File: src/design/dsp_pkg.sv
package dsp_pkg;

  // Field widths fixed by the word formats.
  localparam int POS_W   = 32;
  localparam int NPZ_W   = 31;
  localparam int BETA_W  = 32;
  localparam int SLOPE_W = 62;
  localparam int ROOT_W  = 64;
  localparam int ARG_W   = 2 * ROOT_W;
  localparam int SQ_REM_W = ROOT_W + 2;

  // Clamps on intermediate magnitudes.
  localparam logic [40:0] DISP_CAP = 41'd1 << 40;
  localparam logic [34:0] PATH_CAP = 35'd1 << 34;

  // Register indexes.
  localparam logic [1:0] REG_DRIFT_LENGTH   = 2'd0;
  localparam logic [1:0] REG_REFERENCE_TIME = 2'd1;

  // Status codes.
  localparam logic [1:0] ST_OK  = 2'd0;
  localparam logic [1:0] ST_SAT = 2'd1;
  localparam logic [1:0] ST_BAD = 2'd2;

  typedef struct packed {
    logic signed [31:0] pos_x;
    logic signed [31:0] pos_y;
    logic signed [31:0] time_coord;
    logic signed [31:0] mom_x;
    logic signed [31:0] mom_y;
    logic [30:0]        long_momentum;
    logic [31:0]        velocity_beta;
  } dsp_in_t;

  typedef struct packed {
    logic signed [31:0] new_pos_x;
    logic signed [31:0] new_pos_y;
    logic signed [31:0] new_time_coord;
    logic [1:0]         status;
  } dsp_out_t;

  typedef struct packed {
    logic [1:0]  addr;
    logic [31:0] wdata;
  } dsp_cfg_t;

endpackage

File: src/design/dsp_sqrt_cell.sv
// One digit-by-digit square root step: two radicand bits in, one root bit out.
module dsp_sqrt_cell (
  input  logic                         clk,
  input  logic                         en,
  input  logic [dsp_pkg::SQ_REM_W-1:0] rem_in,
  input  logic [dsp_pkg::ROOT_W-1:0]   root_in,
  input  logic [dsp_pkg::ARG_W-1:0]    arg_in,
  output logic [dsp_pkg::SQ_REM_W-1:0] rem,
  output logic [dsp_pkg::ROOT_W-1:0]   root,
  output logic [dsp_pkg::ARG_W-1:0]    arg
);
  import dsp_pkg::*;

  logic [SQ_REM_W+1:0] trial;
  logic [SQ_REM_W+1:0] test;
  logic                ge;

  // Compare the remainder with four times the root plus one.
  assign trial = {rem_in, arg_in[ARG_W-1 -: 2]};
  assign test  = (SQ_REM_W+2)'({root_in, 2'b01});
  assign ge    = trial >= test;

  always_ff @(posedge clk) begin
    if (en) begin
      rem  <= ge ? SQ_REM_W'(trial - test) : trial[SQ_REM_W-1:0];
      root <= {root_in[ROOT_W-2:0], ge};
      arg  <= {arg_in[ARG_W-3:0], 2'b00};
    end
  end
endmodule

File: config.mk
export PLATFORM = sky130hd
export DESIGN_NAME = dsp_sqrt_cell
export DESIGN_NICKNAME = d
export VERILOG_FILES = /design/src/design/dsp_pkg.sv /design/src/design/dsp_sqrt_cell.sv
export SDC_FILE = /design/constraint.sdc
export NUM_CORES = 1
export LEC_CHECK = 0
export BUFFER_PORTS_ARGS = -buffer_cell sky130_fd_sc_hd__buf_2
export CAP_MARGIN = 20
export CORE_AREA = 2 2 200 202
export CTS_BUF_LIST = sky130_fd_sc_hd__clkbuf_4
export CTS_CLUSTER_SIZE = 25
export DETAILED_ROUTE_END_ITERATION = 16
export DIE_AREA = 0 0 202 204
export GPL_ROUTABILITY_DRIVEN = 0
export PLACE_DENSITY = 0.58
export SLEW_MARGIN = 40
export SYNTH_ARGS = -nofsm -noshare
export SYNTH_HDL_FRONTEND = slang
export SYNTH_SLANG_ARGS = --single-unit
File: constraint.sdc
create_clock -name clk -period 8.73 [get_ports clk]
set_input_delay 1.746 -clock clk [delete_from_list [all_inputs] [get_ports clk]]
set_output_delay 1.746 -clock clk [all_outputs]
set_load 0.01 [all_outputs]
* After elaboration in Yosys (flattened, before gate mapping)
Cells that the tools add are included.
** Operators by class
- Add/sub/neg operators :: 1
- Order comparisons :: 1
- Muxes and demuxes :: 1
** Operators by type and width (number)
- $ge 68x66->1 :: 1
- $mux 66 :: 1
- $sub 66x66->66 :: 1
** Word-level totals
- Register bits :: 256
- Output and inout bits :: 258

* Longest topological paths before layout
Gate-level depths: netlist of the first run.
- Depth after elaboration :: 2
- Depth in mapped cells :: 15

* Least setup slack after synthesis of the first run
No wires, ideal clock.
- Path kind :: input port to flip-flop
- Start :: in root_in[38] in the netlist's numbering
- End :: reg rem[59] in the netlist's numbering, data pin
- Arrival :: 4.732 ns
- Data required time :: 8.468 ns
- Path slack :: 3.736 ns
- Stages on the path :: 12
- Buffers on the path :: 3
- Path through :: inv_1 ha_1 buf_2 nand4_2 or4_1 or4_4 o211a_4 a31oi_4 a2bb2oi_4 buf_6 buf_8 mux2_1
** On the way
- Word-level cells in the longest chain between the ends :: 2
** Ends and longest elaborated chain
- from (decl) :: RTL line dsp_sqrt_cell.sv:6 : input logic [dsp_pkg::ROOT_W-1:0] root_in,
- $ge 68x66->1 :: RTL line dsp_sqrt_cell.sv:21 : assign ge = trial >= test;
- net ge :: RTL line dsp_sqrt_cell.sv:16 : logic ge;
- $mux 66 :: RTL line dsp_sqrt_cell.sv:25 : rem <= ge ? SQ_REM_W'(trial - test) : trial[SQ_REM_W-1:0];
- to (signal assigned) :: RTL line dsp_sqrt_cell.sv:25
- to (decl) :: RTL line dsp_sqrt_cell.sv:8 : output logic [dsp_pkg::SQ_REM_W-1:0] rem,
The timed path passes the listed nets, and every way through them passes these cells.
A chain may end at the register's enable or synchronous reset.

* Worst setup path after layout of the first run
- Start :: in root_in[0] in the netlist's numbering
- End :: reg rem[25] in the netlist's numbering, data pin
** On the way
- Word-level cells in the longest chain between the ends :: 2
** Ends and longest elaborated chain (RTL line)
- $sub 66x66->66 / $ge 68x66->1 (equally long branches) :: dsp_sqrt_cell.sv:25, dsp_sqrt_cell.sv:21
- $mux 66 (*) :: dsp_sqrt_cell.sv:25
Mark *: on every way between the ends. The rest lies on a longest branch, timed or not.

==> flow_metrics.tcl, run 1 <==
set metrics [dict create \
    cts_tree "built" \
    fill_cells 3802 \
    yosysSeqAreaShare 0.597 \
    final_area_sq_mm 0.0169 \
    clkSlewWorstSetupHoldPaths_ns 0.06 \
    drtIter0Drc 662 \
    cts_buffers 72 \
    place_hpwl_mm 32.7 \
    timing.hold.ws_ns 1.20 \
    grt_usage 0.189 \
    rsz0062_at_grt "false" \
    worstPathCellList "buf_2 > inv_1 > ha_1 > nand2b_1 > a211o_1 > nand2_1 > nand2_1 > o21ai_0 > a211oi_1 > o211a_4 > a31oi_4 > a2bb2oi_4 > buf_4 > mux2_2" \
    max_stage_delay_ns 0.56 \
    drt_first_pass_iters 5 \
    crit_top_cell "nand2_1" \
    fmax_ghz 0.186 \
    ys_types 64 \
    synth_top_family_by_area "compound AO/OA/AOI/OAI gates" \
    cts_max_path_buffers 3 \
    grt_pass1_wl_mm 59.2 \
    yosys_register_bits 256 \
    max-slew-margin-rel 0.319 \
    yosysWarningCount 0 \
    synth_top_area_frac 0.597 \
    row_count 73 \
    netlist_area_sq_mm 0.0129 \
    cts_resized 0 \
    tightest_slew_ns 1.01 \
    post_drt_wl_per_cell_um 19.0 \
    cp.arrival_ns 5.78 \
    seqCellArea_sq_mm 0.00769 \
    die_h_um 204 \
    vias 10642 \
    post_synth_inst_count 1023 \
    muxShareOfSynthArea 0.0574 \
    synth_xor_area_frac 0.0387 \
    htree_levels 3 \
    power.density_mw_per_mm2 196 \
    start_kind "input pin" \
    overflow 0 \
    peakVddDrop_mv 0.0900 \
    path_class "in2reg" \
    syn_area_per_cell_sq_um 12.6 \
    slowest_stage "a2bb2oi_4" \
    synth_fa_ha_area_frac 0.0641 \
    fin_tns_setup_ns 0 \
    min-delay-start "arg_in[102]" \
    ant_nets 0 \
    status "finished clean" \
    wl_mm 41.1 \
    grt_max_degree 74 \
    via_per_inst 4.93 \
    grt_pass1_vias 10508 \
    cap_violations 0 \
    fin_util 0.430 \
    path_max_fanout 29 \
    die-area_sq_mm 0.0412 \
    die-width_um 202 \
    numClockSinks 256 \
    synthSimpleGateAreaFrac 0.0842 \
    synth_top_flop_cell "edfxtp_1" \
    hp-class "in2reg" \
    coreArea_sq_mm 0.0392 \
    syn_to_final_growth_pct 30.9 \
    nets 1911 \
    placedInstanceArea_sq_mm 0.0160 \
    drc_errors 0 \
    post_cts_buffers 0 \
    finalSetupViolCount 0 \
    crit_start "root_in[0]" \
    fin_crit_ns 5.37 \
    drv_slew 0 \
    p_total_mw 3.30 \
    cp-end-kind "register" \
    finalHoldViolCount 0 \
    synth-edff-count 256 \
    async_flop_share 0 \
    synth.largest_area_cell "edfxtp_1" \
    antenna_found_initial 9 \
    root_buffer "clkbuf_4" \
    cellLeakagePower_nw 7.46 \
    synth_compound_area_frac 0.121 \
    ioPinCount 518 \
    fin_crit_sh 0.615 \
    multiInputGateArea_sq_mm 0.00472 \
    yosys-top-cells-area "edfxtp_1 60%, ha_1 6.4%, a21oi_1 3.4%" \
    port_buffers 515 \
    layout-drive-gt1-share 0.416 \
    crit_required_ns 9.15 \
    initial_utilization 0.329 \
    cts_hold_buf 0 \
]
-- cell type report --
type	count	area share
diodes	7	0.00104
clock buffers	98	0.0436
clock inverters	19	0.00616
inverters	78	0.0174
multi-input cells	657	0.280
flip-flops and latches	256	0.456
well taps	525	0.0390
repair buffers	520	0.157
-- per-stage QoR --
stage | setup slack (ns) | std cells
floorplan | 3.74 | 1024
global placement | 2.76 | 2035
detailed placement | 2.66 | 2036
CTS | 3.46 | 2153
global route | 3.20 | 2159
finish | 3.36 | 2160
-- synth_stat cells, types with 3 or more instances --
| cell type | number |
|---|---|
| nand4_1 | 16 |
| buf_8 | 3 |
| clkbuf_1 | 18 |
| nor2_1 | 50 |
| buf_2 | 5 |
| mux2_1 | 26 |
| and3_1 | 7 |
| o21bai_1 | 13 |
| nand2b_1 | 7 |
| a21oi_1 | 87 |
| ha_1 | 66 |
| a211o_1 | 3 |
| a211oi_1 | 4 |
| o41ai_1 | 3 |
| mux2_2 | 37 |
| edfxtp_1 | 256 |
| nor2b_1 | 7 |
| nor3_1 | 22 |
| a21boi_0 | 3 |
| o211ai_1 | 7 |
| a311oi_1 | 3 |
| inv_1 | 78 |
| a31o_2 | 4 |
| nand2_1 | 69 |
| nand3b_1 | 3 |
| nor4_1 | 8 |
| o21ai_0 | 46 |
| and2_1 | 3 |
| nand3_1 | 19 |
| or3_1 | 3 |
| xor2_1 | 22 |
| buf_4 | 5 |
| a31oi_1 | 9 |
| mux2i_1 | 3 |
| or4_1 | 4 |
| xnor2_1 | 35 |
| a21o_1 | 31 |
| o21a_1 | 7 |
-- metal layers --
layer	track usage	up-vias	wire length, um
li1	-	5013	-
met1	0.210	5098	15500
met2	0.335	456	21100
met3	0.0529	73	3050
met4	0.0916	2	1410
met5	0	-	14
-- critical path: cells and delay by family --
kind / cells / cell delay [ns]
AOI/OAI and AO/OA: 6 / 2.30
adders and majority gates: 1 / 0.37
buffers and inverters: 3 / 0.62
muxes: 1 / 0.38
and+or+nand+nor: 3 / 0.31
-- final timing paths --
| check | end | cells past startpoint |
|---|---|---|
| min | arg[104] | 1 |
| max | rem[25] | 14 |
-- sequential cells by signal, summed over array words and instances, names as in the netlist --
register	count
arg	126
rem	66
root	64
-- power by group --
| group | leakage (nW) | total, mW | switching [mW] | internal [mW] |
|---|---|---|---|---|
| Combinational | 4.45 | 0.728 | 0.421 | 0.307 |
| Clock | 0.503 | 1.03 | 0.510 | 0.523 |
| Sequential | 2.51 | 1.54 | 0.0315 | 1.51 |
-- cells in the final DEF (no fill, tap or decap), types with 35 or more instances in the layout --
master,synthesis,layout
nand2_1,69,69
edfxtp_1,256,256
o21ai_0,46,46
clkbuf_4,0,98
inv_1,78,78
buf_2,5,514
ha_1,66,66
xnor2_1,35,35
a21oi_1,87,87
mux2_2,37,37
nor2_1,50,50
-- cell families (layout without fill, tap and decap cells) --
logic type | after synthesis | count (layout)
mux | 66 | 66
flops | 256 | 256
xor+xnor | 57 | 57
buf+inv | 111 | 715
simple gates | 224 | 224
other cells | 1 | 9
fa+ha+maj | 66 | 66
compound gates | 242 | 242
No activity file was read; power rests on OpenSTA's default activity.
==> inputs of run 2 (changes only) <==
--- a/config.mk
+++ b/config.mk
@@ -13,7 +13,7 @@
 export DETAILED_ROUTE_END_ITERATION = 16
 export DIE_AREA = 0 0 202 204
 export GPL_ROUTABILITY_DRIVEN = 0
-export PLACE_DENSITY = 0.58
+export PLACE_DENSITY = 0.6
 export SLEW_MARGIN = 40
 export SYNTH_ARGS = -nofsm -noshare
 export SYNTH_HDL_FRONTEND = slang
==> constraint.sdc (replaced) <==
create_clock -name clk -period 4.7 [get_ports clk]
set_input_delay 0.94 -clock clk [delete_from_list [all_inputs] [get_ports clk]]
set_output_delay 0.94 -clock clk [all_outputs]
set_load 0.01 [all_outputs]
==> flow_metrics.tcl, run 2 (same netlist as run 1, synthesis figures left out) <==
set metrics [dict create \
    whs_path_depth 1 \
    drc_errors 0 \
    final_area_sq_mm 0.0171 \
    cp-end-kind "register" \
    slowest_stage "or4_1" \
    final_common_cell "buf_2" \
    cellLeakagePower_nw 7.62 \
    p_clk_frac 0.322 \
    swShare 0.285 \
    layout-drive-gt1-share 0.426 \
    wl_mm 42.1 \
    cap_violations 0 \
    place_hpwl_mm 33.7 \
    start_kind "input pin" \
    max-slew-margin-rel 0.512 \
    grt_usage 0.197 \
    tightest_slew_ns 0.725 \
    finalHoldViolCount 0 \
    largest_reg_flops 126 \
    fin_tns_setup_ns 0 \
    antenna_found_initial 17 \
    peakVddDrop_mv 0.158 \
    crit_required_ns 5.12 \
    fin_ws_ns 0.843 \
    seq_power_share 0.457 \
    grt_max_degree 71 \
    layout_common_cells "514 x buf_2, 256 x edfxtp_1, 99 x clkbuf_4, 87 x a21oi_1, 78 x inv_1" \
    post_drt_wl_per_cell_um 19.2 \
    grt_pass1_vias 10997 \
    placedInstanceArea_sq_mm 0.0162 \
    worstPathCellList "buf_2 > inv_1 > ha_1 > nand4_2 > or4_1 > or4_4 > o211a_4 > a31oi_4 > a2bb2oi_4 > buf_4 > mux2_2" \
    htree_levels 3 \
    crit_family "simple AND/OR/NAND/NOR gates" \
    nets 1941 \
    ant_nets 0 \
    vias 10781 \
    root_buffer "clkbuf_4" \
    path_depth 11 \
    via_per_inst 4.93 \
    die-width_um 202 \
    reg_top3 "arg (126), rem (66), root (64)" \
    cp.arrival_ns 4.27 \
    path_max_fanout 21 \
    grt_pass1_wl_mm 61.9 \
    initial_utilization 0.329 \
    power.density_mw_per_mm2 365 \
    dp_worst_setup_slack_ns 0.110 \
    cts_buffers 74 \
    p_sw_mw 1.79 \
    coreArea_sq_mm 0.0392 \
    die-area_sq_mm 0.0412 \
    path_class "in2reg" \
    fin_crit_ns 3.86 \
    port_buffers 515 \
    cts_tree "built" \
    drv_slew 0 \
    overflow 0 \
    max_stage_delay_ns 0.59 \
    clkSlewWorstSetupHoldPaths_ns 0.07 \
    timing.hold.ws_ns 0.407 \
    die_h_um 204 \
    numClockSinks 256 \
    cts_max_path_buffers 3 \
    comb_power_share 0.222 \
    drt_first_pass_iters 5 \
    hp-class "in2reg" \
    cts_hold_buf 0 \
    finalSetupViolCount 0 \
    syn_to_final_growth_pct 33.0 \
    rsz0062_at_grt "false" \
    drtIter0Drc 622 \
    fmax_ghz 0.259 \
    crit_buf_inv 3 \
    ioPinCount 518 \
    post_cts_buffers 0 \
    row_count 73 \
    intPower_mw 4.48 \
    status "finished clean" \
    regMostFlops "arg" \
    fin_crit_sh 0.821 \
    cts_resized 0 \
]
==> run 2: cell count changes in the layout (fill, tap and decap cells not counted) <==
cell       before  now
a2111oi_0       1    2
clkbuf_4       98   99
buf_6           1    0
bufinv_16       0    2
inv_6           2    0
diode_2         7    8
buf_4           3   29
buf_12          0    3
clkinv_4        3    2
a2111oi_1       1    0
clkinv_2        3    2
==> run 2: path summary, 6_finish.rpt <==
kind                   startpoint  slack [ns]       to
worst max-delay path  root_in[37]        0.84  rem[27]
worst min-delay path   arg_in[97]        0.41  arg[99]
==> run 2: stage by stage <==
step / total power, mW / cells / utilization
after detailed placement: 4.30 / 2064 / 0.415
after global routing: 6.61 / 2186 / 0.437
after global placement: 4.28 / 2063 / 0.414
after floorplan: 3.68 / 1024 / -
final: 6.26 / 2188 / 0.438
after CTS: 6.37 / 2180 / 0.437
==> run 2: power by group through the flow <==
stage / Combinational, mW / Clock (mW) / Sequential (mW)
after floorplan: 0.633 / 0 / 3.04
after global placement: 1.37 / 0 / 2.91
after detailed placement: 1.39 / 0 / 2.91
after CTS: 1.39 / 2.11 / 2.87
after global routing: 1.51 / 2.22 / 2.88
final: 1.39 / 2.01 / 2.86
==> run 2: area by class of cell <==
type / count / area (sq um)
fillers: 3776 / 22000
flip-flops and latches: 256 / 7690
multi-input cells: 657 / 4720
repair buffers: 548 / 2890
clock buffers: 99 / 743
well taps: 525 / 657
inverters: 78 / 293
clock inverters: 17 / 133
diodes: 8 / 20.0
==> run 2: routing by layer <==
layer	wire length, um	global-route usage	share of wire	up-vias
met5	22	0	0.00052	-
met4	1770	0.100	0.042	4
met3	3320	0.0523	0.079	122
met2	21600	0.352	0.51	518
met1	15400	0.215	0.37	5062
li1	-	-	-	5075
