--- src/design/dsp_div_cell.sv ---
// One restoring division step: brings down one dividend bit, yields one quotient bit.
module dsp_div_cell #(
  parameter int NUM_W = 62,
  parameter int DEN_W = 31
) (
  input  logic             clk,
  input  logic             en,
  input  logic [DEN_W-1:0] rem_in,
  input  logic [NUM_W-1:0] num_in,
  input  logic [DEN_W-1:0] den_in,
  output logic [DEN_W-1:0] rem,
  output logic [NUM_W-1:0] num,
  output logic [DEN_W-1:0] den
);
  logic [DEN_W:0] trial;
  logic           ge;

  // Trial subtraction of the divisor from the shifted remainder.
  assign trial = {rem_in, num_in[NUM_W-1]};
  assign ge    = trial >= {1'b0, den_in};

  // Quotient bits enter at the bottom as dividend bits leave at the top.
  always_ff @(posedge clk) begin
    if (en) begin
      rem <= ge ? DEN_W'(trial - {1'b0, den_in}) : trial[DEN_W-1:0];
      num <= {num_in[NUM_W-2:0], ge};
      den <= den_in;
    end
  end
endmodule

--- config.mk ---
export PLATFORM = sky130hd
export DESIGN_NAME = dsp_div_cell
export DESIGN_NICKNAME = d
export VERILOG_FILES = /design/src/design/dsp_div_cell.sv
export SDC_FILE = /design/constraint.sdc
export NUM_CORES = 1
export LEC_CHECK = 0
export BUFFER_PORTS_ARGS = -buffer_cell sky130_fd_sc_hd__buf_2
export CORE_MARGIN = 2
export CORE_UTILIZATION = 38
export CTS_CLUSTER_SIZE = 24
export DETAILED_ROUTE_END_ITERATION = 7
export GPL_TIMING_DRIVEN = 0
export PLACE_DENSITY = 0.77
export SKIP_CTS_REPAIR_TIMING = 1
export SYNTH_ARGS = -nofsm -noshare
export SYNTH_HDL_FRONTEND = slang
export SYNTH_SLANG_ARGS = --single-unit
--- constraint.sdc ---
create_clock -name clk -period 3 [get_ports clk]
set_clock_uncertainty 0.2 [all_clocks]
set_input_delay 0.15 -clock clk [delete_from_list [all_inputs] [get_ports clk]]
set_output_delay 0.15 -clock clk [all_outputs]
set_load 0.05 [all_outputs]
==> Word-level counts from Yosys, hierarchy flattened <==
Cells that the tools add are included.
{ "word_totals": {"ff_bits": 124, "output_inout_bits": 124} }
{ "op_classes": {"n_addsub": 1, "magnitude_cmp": 1, "n_mux": 1} }
{ "op_table": {"columns": ["operator", "n"], "rows": [
  ["$ge A32 B31 Y1", 1],
  ["$mux W31", 1],
  ["$sub A31 B31 Y31", 1]
]} }

==> Logic depth before layout (Yosys ltp) <==
Gate-level depths: netlist of the first run.
{ "depth": {"word_depth": 2, "mapped_depth": 13} }

==> Worst setup path before layout of the first run <==
No wires, ideal clock.
{ "synth_timing": {"path_type": "input -> register", "startpoint": "input num_in[61]", "endpoint": "register rem[22], data pin", "arrival_ps": 2155, "required_ps": 2538, "path_slack_ps": 384, "path_stages": 11, "cell_sequence": "inv_1 -> ha_1 -> fa_1 -> nor2b_1 -> o31a_1 -> o21bai_4 -> a21oi_4 -> a31oi_2 -> o311ai_0 -> and4_1 -> nor3_2"} }
{ "synth_via": {"elab_chain_len": 2} }
{ "synth_rtl": {"columns": ["element", "line_no", "source"], "rows": [
  ["start, declared", "9", "input logic [NUM_W-1:0] num_in,"],
  ["$sub A31 B31 Y31 or $ge A32 B31 Y1 (tied branches)", "25, 20", null],
  ["$mux W31 (*)", "25", "rem <= ge ? DEN_W'(trial - {1'b0, den_in}) : trial[DEN_W-1:0];"],
  ["end signal, assigned", "25", null],
  ["end, declared", "11", "output logic [DEN_W-1:0] rem,"]
]} }
Every way passes the cells marked *; elsewhere a longest branch is shown, timed or not.
A chain may end at the register's enable or synchronous reset.

==> Worst setup path after layout of the first run <==
{ "layout_timing": {"startpoint": "input den_in[9]", "endpoint": "register rem[18], data pin"} }
{ "layout_via": {"elab_chain_len": 2} }
{ "layout_rtl": {"columns": ["element", "line_no", "source"], "rows": [
  ["start, declared", "10", "input logic [DEN_W-1:0] den_in,"],
  ["$ge A32 B31 Y1", "20", "assign ge = trial >= {1'b0, den_in};"],
  ["net ge", "16", "logic ge;"],
  ["$mux W31", "25", null]
]} }
The timed path passes the listed nets, and every way through them passes these cells.

==> impl_metrics.csv, run 1 <==
group,metric,value,unit
status,status,"finished, violations left",
status,failed_checks,"negative hold slack",
timing,maxSlewHeadroom,0.661,
logic_synthesis,yosys_warns,0,
clock_tree,clock_sink_count,124,
placed_design,dpl.hpwl,11400,um
worst_setup_path,critical_path_sink_type,"flop",
timing,final_min_period_over_clock_period,0.958,
global_routing,grt_overflow,0,
timing,achievable-frequency,0.348,GHz
final_layout,utilization_after_layout,0.611,
pwr,clock_power_share,0.367,
final_layout,fillerInstances,1137,
detailed_routing,vias,5056,
timing,finalMaxSlewViolations,0,
worst_setup_path,startpoint_type,"primary input",
floorplanning,initial_core_utilization,0.386,
logic_synthesis,post_synth.cell_area_avg,13.0,um^2
final_layout,layout.nets,997,
pwr,power_frac_comb,0.274,
detailed_routing,detailedRoute.firstPassIterationCount,5,
logic_synthesis,yosysMostFrequentCell,"edfxtp_1",
pwr,sw_frac_of_total,0.331,
run,cap_violations,0,
floorplanning,io_pins,250,
final_layout,design_area,9190,um^2
logic_synthesis,leading_cell_types_by_count_after_synthesis,"edfxtp_1, inv_1, nor2_1",
global_routing,grt_first_pass_wirelength,22200,um
pwr,total_switching_power,0.00200,W
pwr,max-vdd-ir-drop,347,uV
detailed_routing,detail_route.wl_per_cell,16.8,um
detailed_routing,met1Wirelength,6700,um
timing,rsz0062_at_grt,"no",
min_path,class_of_the_tightest_hold_or_removal_check,"in -> reg",
clock_tree,clock_tree.htree_level_count,4,
worst_setup_path,arrival,2830,ps
clock_tree,cts.root.buffer_cell,"clkbuf_16",
global_routing,global_route.usage.total,0.180,
logic_synthesis,synth_top_cell_by_area,"edfxtp_1",
logic_synthesis,synth.net_count,605,
timing,setup_viol,0,
placed_design,routabilityCongestion,0.884,
detailed_routing,highest_routed_layer,"met4",
final_layout,areaGrowthSynthToFinish,58.3,%
placed_design,dpl-instance-area,7320,um^2
detailed_routing,post-route-drc-count,0,
logic_synthesis,synthesis.instances,447,
timing,final-hold-violation-count,1,
clock_tree,cts.path.max_buffers,2,
logic_synthesis,synth_enable_flop_cells,124,
detailed_routing,met2_wirelength,9390,um
global_routing,grt_antenna_before_repair,0,
timing,setup_tns,0,ps
detailed_routing,drt.antenna.violating_nets,0,
logic_synthesis,postSynth.asyncResetShare,0,
final_layout,antenna-diode-count,0,
timing,hold-worst-slack,-20.8,ps
clock_tree,cts_made_buffers,17,
logic_synthesis,yosysSeqAreaShare,0.642,
pwr,total_leakage_power,4.05,nW
logic_synthesis,synth_flop_cell,"edfxtp_1",
logic_synthesis,syn-cell-area,5800,um^2
floorplanning,core_area,15000,um^2
logic_synthesis,synthTopCellsByArea,"edfxtp_1, ha_1, a21oi_1",
floorplanning,fp-row-count,45,
floorplanning,dieHeight,128,um
detailed_routing,met3WireLength,1120,um
logic_synthesis,post_synth_num_cell_types,55,
global_routing,first_global_vias,4298,
timing,period_needed,2870,ps
logic_synthesis,ys_seq_elements,124,
logic_synthesis,yosysTopAreaCellShare,0.642,
pwr,report.power.total,0.00604,W
final_layout,drive_gt1_frac,0.363,
pwr,power_density,657,nW/um^2
pwr,share_seq_of_total_power,0.360,
clock_tree,tritoncts_clock_tree,"yes",
timing,tightestPinTransition,509,ps
floorplanning,die_x,128,um
placed_design,port_buffers,249,
detailed_routing,routed_via_density,4.87,
worst_setup_path,worst-setup-path-type,"in -> reg",
floorplanning,die_area,16300,um^2
detailed_routing,wl,17400,um
clock_tree,clock_slew_at_the_register_clock_pins_of_the_worst_setup_and_hold_paths,60,ps
pwr,cell_internal_pwr,0.00404,W
worst_setup_path,path_max_fanout,10,
worst_setup_path,crit_required,2960,ps
detailed_routing,drt-initial-drc-count,298,
global_routing,grt_max_degree,76,
-- critical path, cell delays in order --
cell	delay (ps)
dlygate4sd3_1	520
buf_2	110
inv_1	40
ha_1	360
nand3_1	130
or4_1	570
o21ai_1	230
o21ai_4	130
inv_2	120
buf_6	160
buf_6	210
a21oi_2	80
-- cell families (layout without fill, tap and decap cells) --
logic type / count (synthesis) / in the layout / synth area share
AO/OA/AOI/OAI: 115 / 115 / 0.135
AND/OR/NAND/NOR: 104 / 104 / 0.0834
flip-flops: 124 / 124 / 0.642
XOR/XNOR: 23 / 23 / 0.0347
buffers and inverters: 49 / 453 / 0.0354
adder cells (fa/ha/maj): 32 / 32 / 0.0703
-- cells in the final DEF, fill, tap and decap left out, drive strengths merged, types with 2 or more instances in the layout --
cell type,netlist,routed
buf,7,257
edfxtp,124,124
dlygate4sd3,0,123
inv,41,46
a21oi,42,42
nor2,36,36
nand2,34,34
ha,31,31
o21ai,28,28
clkbuf,1,18
xor2,14,14
xnor2,9,9
a21o,9,9
nor3,6,6
o21a,5,5
nand4,5,5
nand3,5,5
o31ai,5,5
a211oi,5,5
clkinv,0,4
bufinv,0,4
and3,4,4
o21bai,4,4
a31oi,4,4
o311ai,3,3
nor2b,2,2
or4,2,2
nor4,2,2
o211ai,2,2
or3,2,2
or2,2,2
-- sequential cells by signal, summed over array words and instances (netlist names) --
| register | cells |
|---|---|
| rem | 31 |
| num | 62 |
| den | 31 |
-- path summary, 6_finish.rpt --
path,cells after the start,start,to
worst max-delay path,12,den_in[9],rem[18]
worst min-delay path,3,rem_in[29],rem[30]
-- power by group through the flow --
stage	clock [W]	combinational, W	sequential (W)
final	0.00221	0.00165	0.00217
after CTS	0.00223	0.00152	0.00217
after detailed placement	0	0.00151	0.00220
after global routing	0.00231	0.00175	0.00219
after global placement	0	0.00149	0.00220
after floorplan	0	0.000447	0.00284
-- layout make-up --
type	instances	area, um^2	share of cell area
flip-flops and latches	124	3720	0.405
repair buffers	373	2510	0.273
multi-input cells	274	1870	0.204
clock buffers	17	425	0.0463
well taps	188	235	0.0256
clock inverters	14	211	0.0230
inverters	41	154	0.0168
plain buffers	8	51.3	0.00558
-- metal layers --
layer  global-route usage  up-vias
met5                    0        -
met4               0.0679        0
met3               0.0448       16
met2                0.323      227
met1                0.206     2357
li1                     -     2456
-- stage by stage --
step           setup slack (ps)  cells
5_1_grt                    8.08   1039
3_5_place_dp              -84.7    885
4_1_cts                     343    916
6_report                    125   1039
2_1_floorplan               384    447
3_3_place_gp              -70.6    884
No activity file was read; power rests on OpenSTA's default activity.
==> run 2: changes to the inputs <==
--- a/config.mk
+++ b/config.mk
@@ -11,7 +11,7 @@
 export CTS_CLUSTER_SIZE = 24
 export DETAILED_ROUTE_END_ITERATION = 7
 export GPL_TIMING_DRIVEN = 0
-export PLACE_DENSITY = 0.77
+export PLACE_DENSITY = 0.66
 export SKIP_CTS_REPAIR_TIMING = 1
 export SYNTH_ARGS = -nofsm -noshare
 export SYNTH_HDL_FRONTEND = slang
==> impl_metrics.csv, run 2 (synthesis results as in run 1) <==
group,metric,value,unit
run,cap_violations,0,
global_routing,first_global_vias,4371,
clock_tree,cts.path.max_buffers,2,
worst_setup_path,path_max_fanout,6,
clock_tree,clock_tree.htree_level_count,4,
detailed_routing,drt-initial-drc-count,301,
floorplanning,die_area,16300,um^2
placed_design,dpl.hpwl,11700,um
worst_setup_path,arrival,2890,ps
worst_setup_path,startpoint_type,"primary input",
final_layout,layoutNonFillerInstCount,1040,
placed_design,port_buffers,249,
placed_design,routabilityCongestion,0.870,
status,failed_checks,"negative hold slack",
pwr,power_density,630,nW/um^2
status,status,"finished, violations left",
floorplanning,core_area,15000,um^2
placed_design,dpl-instance-area,7320,um^2
pwr,total_leakage_power,4.01,nW
final_layout,regs_by_ff_count,"num x62, den x31, rem x31",
global_routing,global_route.usage.total,0.186,
min_path,class_of_the_tightest_hold_or_removal_check,"in -> reg",
timing,period_needed,2930,ps
floorplanning,initial_core_utilization,0.386,
global_routing,grt_first_pass_wirelength,22800,um
min_path,min-delay-start,"en",
clock_tree,cts.root.buffer_cell,"clkbuf_16",
clock_tree,tritoncts_clock_tree,"yes",
clock_tree,clock_sink_count,124,
final_layout,drive_gt1_frac,0.363,
detailed_routing,wl,17500,um
clock_tree,clock_slew_at_the_register_clock_pins_of_the_worst_setup_and_hold_paths,60,ps
timing,setup_viol,0,
pwr,report.power.total,0.00574,W
final_layout,design_area,9100,um^2
final_layout,layout.nets,997,
floorplanning,io_pins,250,
worst_setup_path,crit_required,2960,ps
detailed_routing,post-route-drc-count,0,
min_path,timing.hold.worst_endpoint,"num[5]",
detailed_routing,routed_via_density,4.99,
floorplanning,die_x,128,um
timing,rsz0062_at_grt,"no",
clock_tree,cts_made_buffers,17,
detailed_routing,vias,5189,
min_path,worst_hold_path.num_cells,1,
final_layout,layout.cells.most_common,"buf_2",
final_layout,fillerInstances,1178,
placed_design,post-place-cells,885,
final_layout,registers.top_by_ff_count,"num",
final_layout,areaGrowthSynthToFinish,56.8,%
timing,finalMaxSlewViolations,0,
floorplanning,fp-row-count,45,
timing,achievable-frequency,0.341,GHz
floorplanning,dieHeight,128,um
worst_setup_path,worst-setup-path-type,"in -> reg",
final_layout,layout.cells.most_common_list,"buf_2, edfxtp_1, dlygate4sd3_1, inv_1, nor2_1",
timing,setup_tns,0,ps
timing,final-hold-violation-count,11,
timing,final_min_period_over_clock_period,0.977,
timing,maxSlewHeadroom,0.660,
worst_setup_path,critical_path_sink_type,"flop",
detailed_routing,drt.antenna.violating_nets,0,
final_layout,number_of_flip_flops_under_the_largest_register_name,62,
detailed_routing,detailedRoute.firstPassIterationCount,4,
timing,tightestPinTransition,510,ps
global_routing,grt_overflow,0,
global_routing,grt_max_degree,74,
detailed_routing,detail_route.wl_per_cell,16.9,um
pwr,max-vdd-ir-drop,355,uV
timing,hold-worst-slack,-18.9,ps
global_routing,grt_antenna_before_repair,1,
-- run 2: cell count changes in the layout (fill, tap and decap cells not counted), sizes merged --
| cell | before | now |
|---|---|---|
| bufinv | 4 | 1 |
| clkinv | 4 | 7 |
| clkinvlp | 1 | 4 |
| inv | 46 | 43 |
| diode | 0 | 1 |
-- run 2: layout make-up --
class	instances	area, um^2	area share
Clock buffer	17	425	0.0467
Sequential cell	124	3720	0.409
Antenna cell	1	2.50	0.000275
Timing Repair Buffer	373	2510	0.276
Inverter	41	154	0.0169
Tap cell	188	235	0.0258
Buffer	8	51.3	0.00564
Multi-Input combinational cell	274	1870	0.206
Clock inverter	14	123	0.0135
-- run 2: report_power, final --
part	internal [W]	switching, W
Clock	0.00113	0.000780
Sequential	0.00213	0.0000448
Combinational	0.000503	0.00115
-- run 2: per-stage QoR --
stage	utilization	worst slack (ps)
finish	0.605	70.4
global route	0.605	4.98
CTS	0.523	375
detailed placement	0.487	-71.4
global placement	0.485	-50.0
floorplan	-	384
-- run 2: routing by layer --
layer | up-vias | GRT usage | wire, um
met5 | - | 0 | 0
met4 | 0 | 0.0918 | 514
met3 | 39 | 0.0553 | 1320
met2 | 241 | 0.321 | 9030
met1 | 2457 | 0.211 | 6670
li1 | 2452 | - | -
-- run 2: worst max-delay path, cell delays in order --
cell and delay (ps):
dlygate4sd3_1 550, buf_2 130, ha_1 390, o21a_1 140
o31a_1 220, o21bai_4 90, a21oi_4 180, a31oi_2 210
o311ai_0 510, and4_1 270, nor3_2 50
-- run 2: how the worst max path moves through the flow --
stage	end	cells past startpoint	start
6_report	rem[22]	11	rem_in[2]
2_1_floorplan	rem[22]	11	num_in[61]
4_1_cts	rem[22]	12	num_in[61]
3_5_place_dp	rem[22]	12	num_in[61]
5_1_grt	rem[22]	12	den_in[4]
3_3_place_gp	rem[22]	12	num_in[61]
==> run 3: changes to the inputs <==
--- a/config.mk
+++ b/config.mk
@@ -10,7 +10,9 @@
 export CORE_UTILIZATION = 38
 export CTS_CLUSTER_SIZE = 24
 export DETAILED_ROUTE_END_ITERATION = 7
+export GPL_ROUTABILITY_DRIVEN = 0
 export GPL_TIMING_DRIVEN = 0
+export HOLD_SLACK_MARGIN = 0.08
 export PLACE_DENSITY = 0.66
 export SKIP_CTS_REPAIR_TIMING = 1
 export SYNTH_ARGS = -nofsm -noshare
==> impl_metrics.csv, run 3 (synthesis results as in run 1) <==
group,metric,value,unit
status,status,"finished, violations left",
status,failed_checks,"negative hold slack",
floorplanning,core_area,15000,um^2
timing,final_min_period_over_clock_period,0.969,
global_routing,grt_antenna_before_repair,1,
worst_setup_path,timing.critical_path.slowest_stage_cell,"dlygate4sd3_1",
global_routing,grt_util_met2,0.327,
worst_setup_path,crit_buf_inv,3,
floorplanning,fp-row-count,45,
global_routing,global_route.usage.total,0.189,
pwr,power_density,637,nW/um^2
detailed_routing,wl,17700,um
worst_setup_path,slowest_delay,540,ps
timing,finalMaxSlewViolations,0,
run,cap_violations,0,
clock_tree,clock_slew_at_the_register_clock_pins_of_the_worst_setup_and_hold_paths,60,ps
detailed_routing,drt-initial-drc-count,252,
timing,setup_tns,0,ps
worst_setup_path,crit_path_cell_trace,"dlygate4sd3_1 -> buf_2 -> inv_1 -> ha_1 -> o21a_1 -> o31a_1 -> o21bai_4 -> a21oi_4 -> a31oi_2 -> o311ai_0 -> and4_1 -> nor3_2",
floorplanning,die_area,16300,um^2
timing,tightestPinTransition,522,ps
pwr,total_leakage_power,4.02,nW
final_layout,layout.cells.most_common,"buf_2",
clock_tree,cts.root.buffer_cell,"clkbuf_16",
worst_setup_path,crit_required,2960,ps
final_layout,utilization_after_layout,0.607,
global_routing,grt_overflow,0,
global_routing,grt_max_degree,73,
placed_design,port_buffers,249,
timing,period_needed,2910,ps
clock_tree,cts_made_buffers,17,
floorplanning,initial_core_utilization,0.386,
clock_tree,cts.path.max_buffers,2,
worst_setup_path,worst-setup-path-type,"in -> reg",
final_layout,layout.nets,997,
detailed_routing,drt.antenna.violating_nets,0,
global_routing,globalRouteMet3Util,0.0490,
detailed_routing,detail_route.wl_per_cell,17.0,um
final_layout,drive_gt1_frac,0.362,
worst_setup_path,arrival,2870,ps
floorplanning,dieHeight,128,um
global_routing,gr-max-usage-layer,"met2",
global_routing,grt_first_pass_wirelength,23300,um
timing,hold-worst-slack,-229,ps
worst_setup_path,startpoint_type,"primary input",
detailed_routing,post-route-drc-count,0,
final_layout,layout.cells.most_common_list,"buf_2, edfxtp_1, dlygate4sd3_1, inv_1, nor2_1",
timing,final-hold-violation-count,2,
detailed_routing,detailedRoute.firstPassIterationCount,4,
final_layout,regs_by_ff_count,"num x62, den x31, rem x31",
final_layout,fillerInstances,1171,
worst_setup_path,critPathTopFamily,"compound AO/OA/AOI/OAI gates",
final_layout,registers.top_by_ff_count,"num",
clock_tree,clock_sink_count,124,
min_path,class_of_the_tightest_hold_or_removal_check,"in -> reg",
timing,maxSlewHeadroom,0.652,
floorplanning,io_pins,250,
pwr,max-vdd-ir-drop,394,uV
placed_design,dpl.hpwl,11700,um
global_routing,first_global_vias,4503,
worst_setup_path,critical_path_sink_type,"flop",
floorplanning,die_x,128,um
clock_tree,clock_tree.htree_level_count,4,
detailed_routing,vias,5098,
detailed_routing,routed_via_density,4.90,
global_routing,fraction_of_met1_tracks_used_by_global_routing,0.217,
final_layout,areaGrowthSynthToFinish,57.3,%
worst_setup_path,path_max_fanout,5,
final_layout,number_of_flip_flops_under_the_largest_register_name,62,
timing,setup_viol,0,
timing,achievable-frequency,0.344,GHz
clock_tree,tritoncts_clock_tree,"yes",
[run 3: cell types whose count changed in the layout (fill, tap and decap cells not counted), sizes merged]
cell,before,now
bufinv,1,2
clkinv,7,6
clkbuf,18,19
[run 3: area by class of cell]
class | instances | area, um^2 | share of cell area
Antenna cell | 1 | 2.50 | 0.000274
Buffer | 8 | 51.3 | 0.00562
Clock buffer | 18 | 429 | 0.0470
Clock inverter | 14 | 146 | 0.0160
Inverter | 41 | 154 | 0.0169
Multi-Input combinational cell | 274 | 1870 | 0.205
Sequential cell | 124 | 3720 | 0.408
Tap cell | 188 | 235 | 0.0258
Timing Repair Buffer | 373 | 2510 | 0.275
[run 3: power breakdown]
part	total (W)	internal (W)	switching (W)	leakage, nW
sequential	0.00217	0.00213	0.0000466	1.21
clock	0.00198	0.00122	0.000761	0.272
combinational	0.00165	0.000504	0.00115	2.53
total	0.00581	0.00385	0.00196	4.02
[run 3: layer usage]
layer | wire (um) | up-vias
met3 | 1070 | 40
met5 | 0 | -
met1 | 6750 | 2378
met2 | 9340 | 218
met4 | 559 | 0
li1 | - | 2462
[run 3: final timing paths]
check  startpoint  endpoint  slack [ps]  cells after the start
min     den_in[0]    den[0]        -230                      1
max     den_in[4]   rem[22]          90                     12
[run 3: per-stage QoR]
| step | setup slack [ps] | hold WS [ps] | area [um^2] | total power (W) | instances |
|---|---|---|---|---|---|
| 6_report | 91.5 | -229 | 9130 | 0.00581 | 1041 |
| 5_1_grt | -21.8 | -236 | 9130 | 0.00605 | 1041 |
| 4_1_cts | 337 | -308 | 7890 | 0.00570 | 917 |
| 3_5_place_dp | -89.9 | 128 | 7320 | 0.00371 | 885 |
| 3_3_place_gp | -40.5 | 127 | 7280 | 0.00370 | 884 |
| 2_1_floorplan | 384 | 48.9 | 5800 | 0.00329 | 447 |
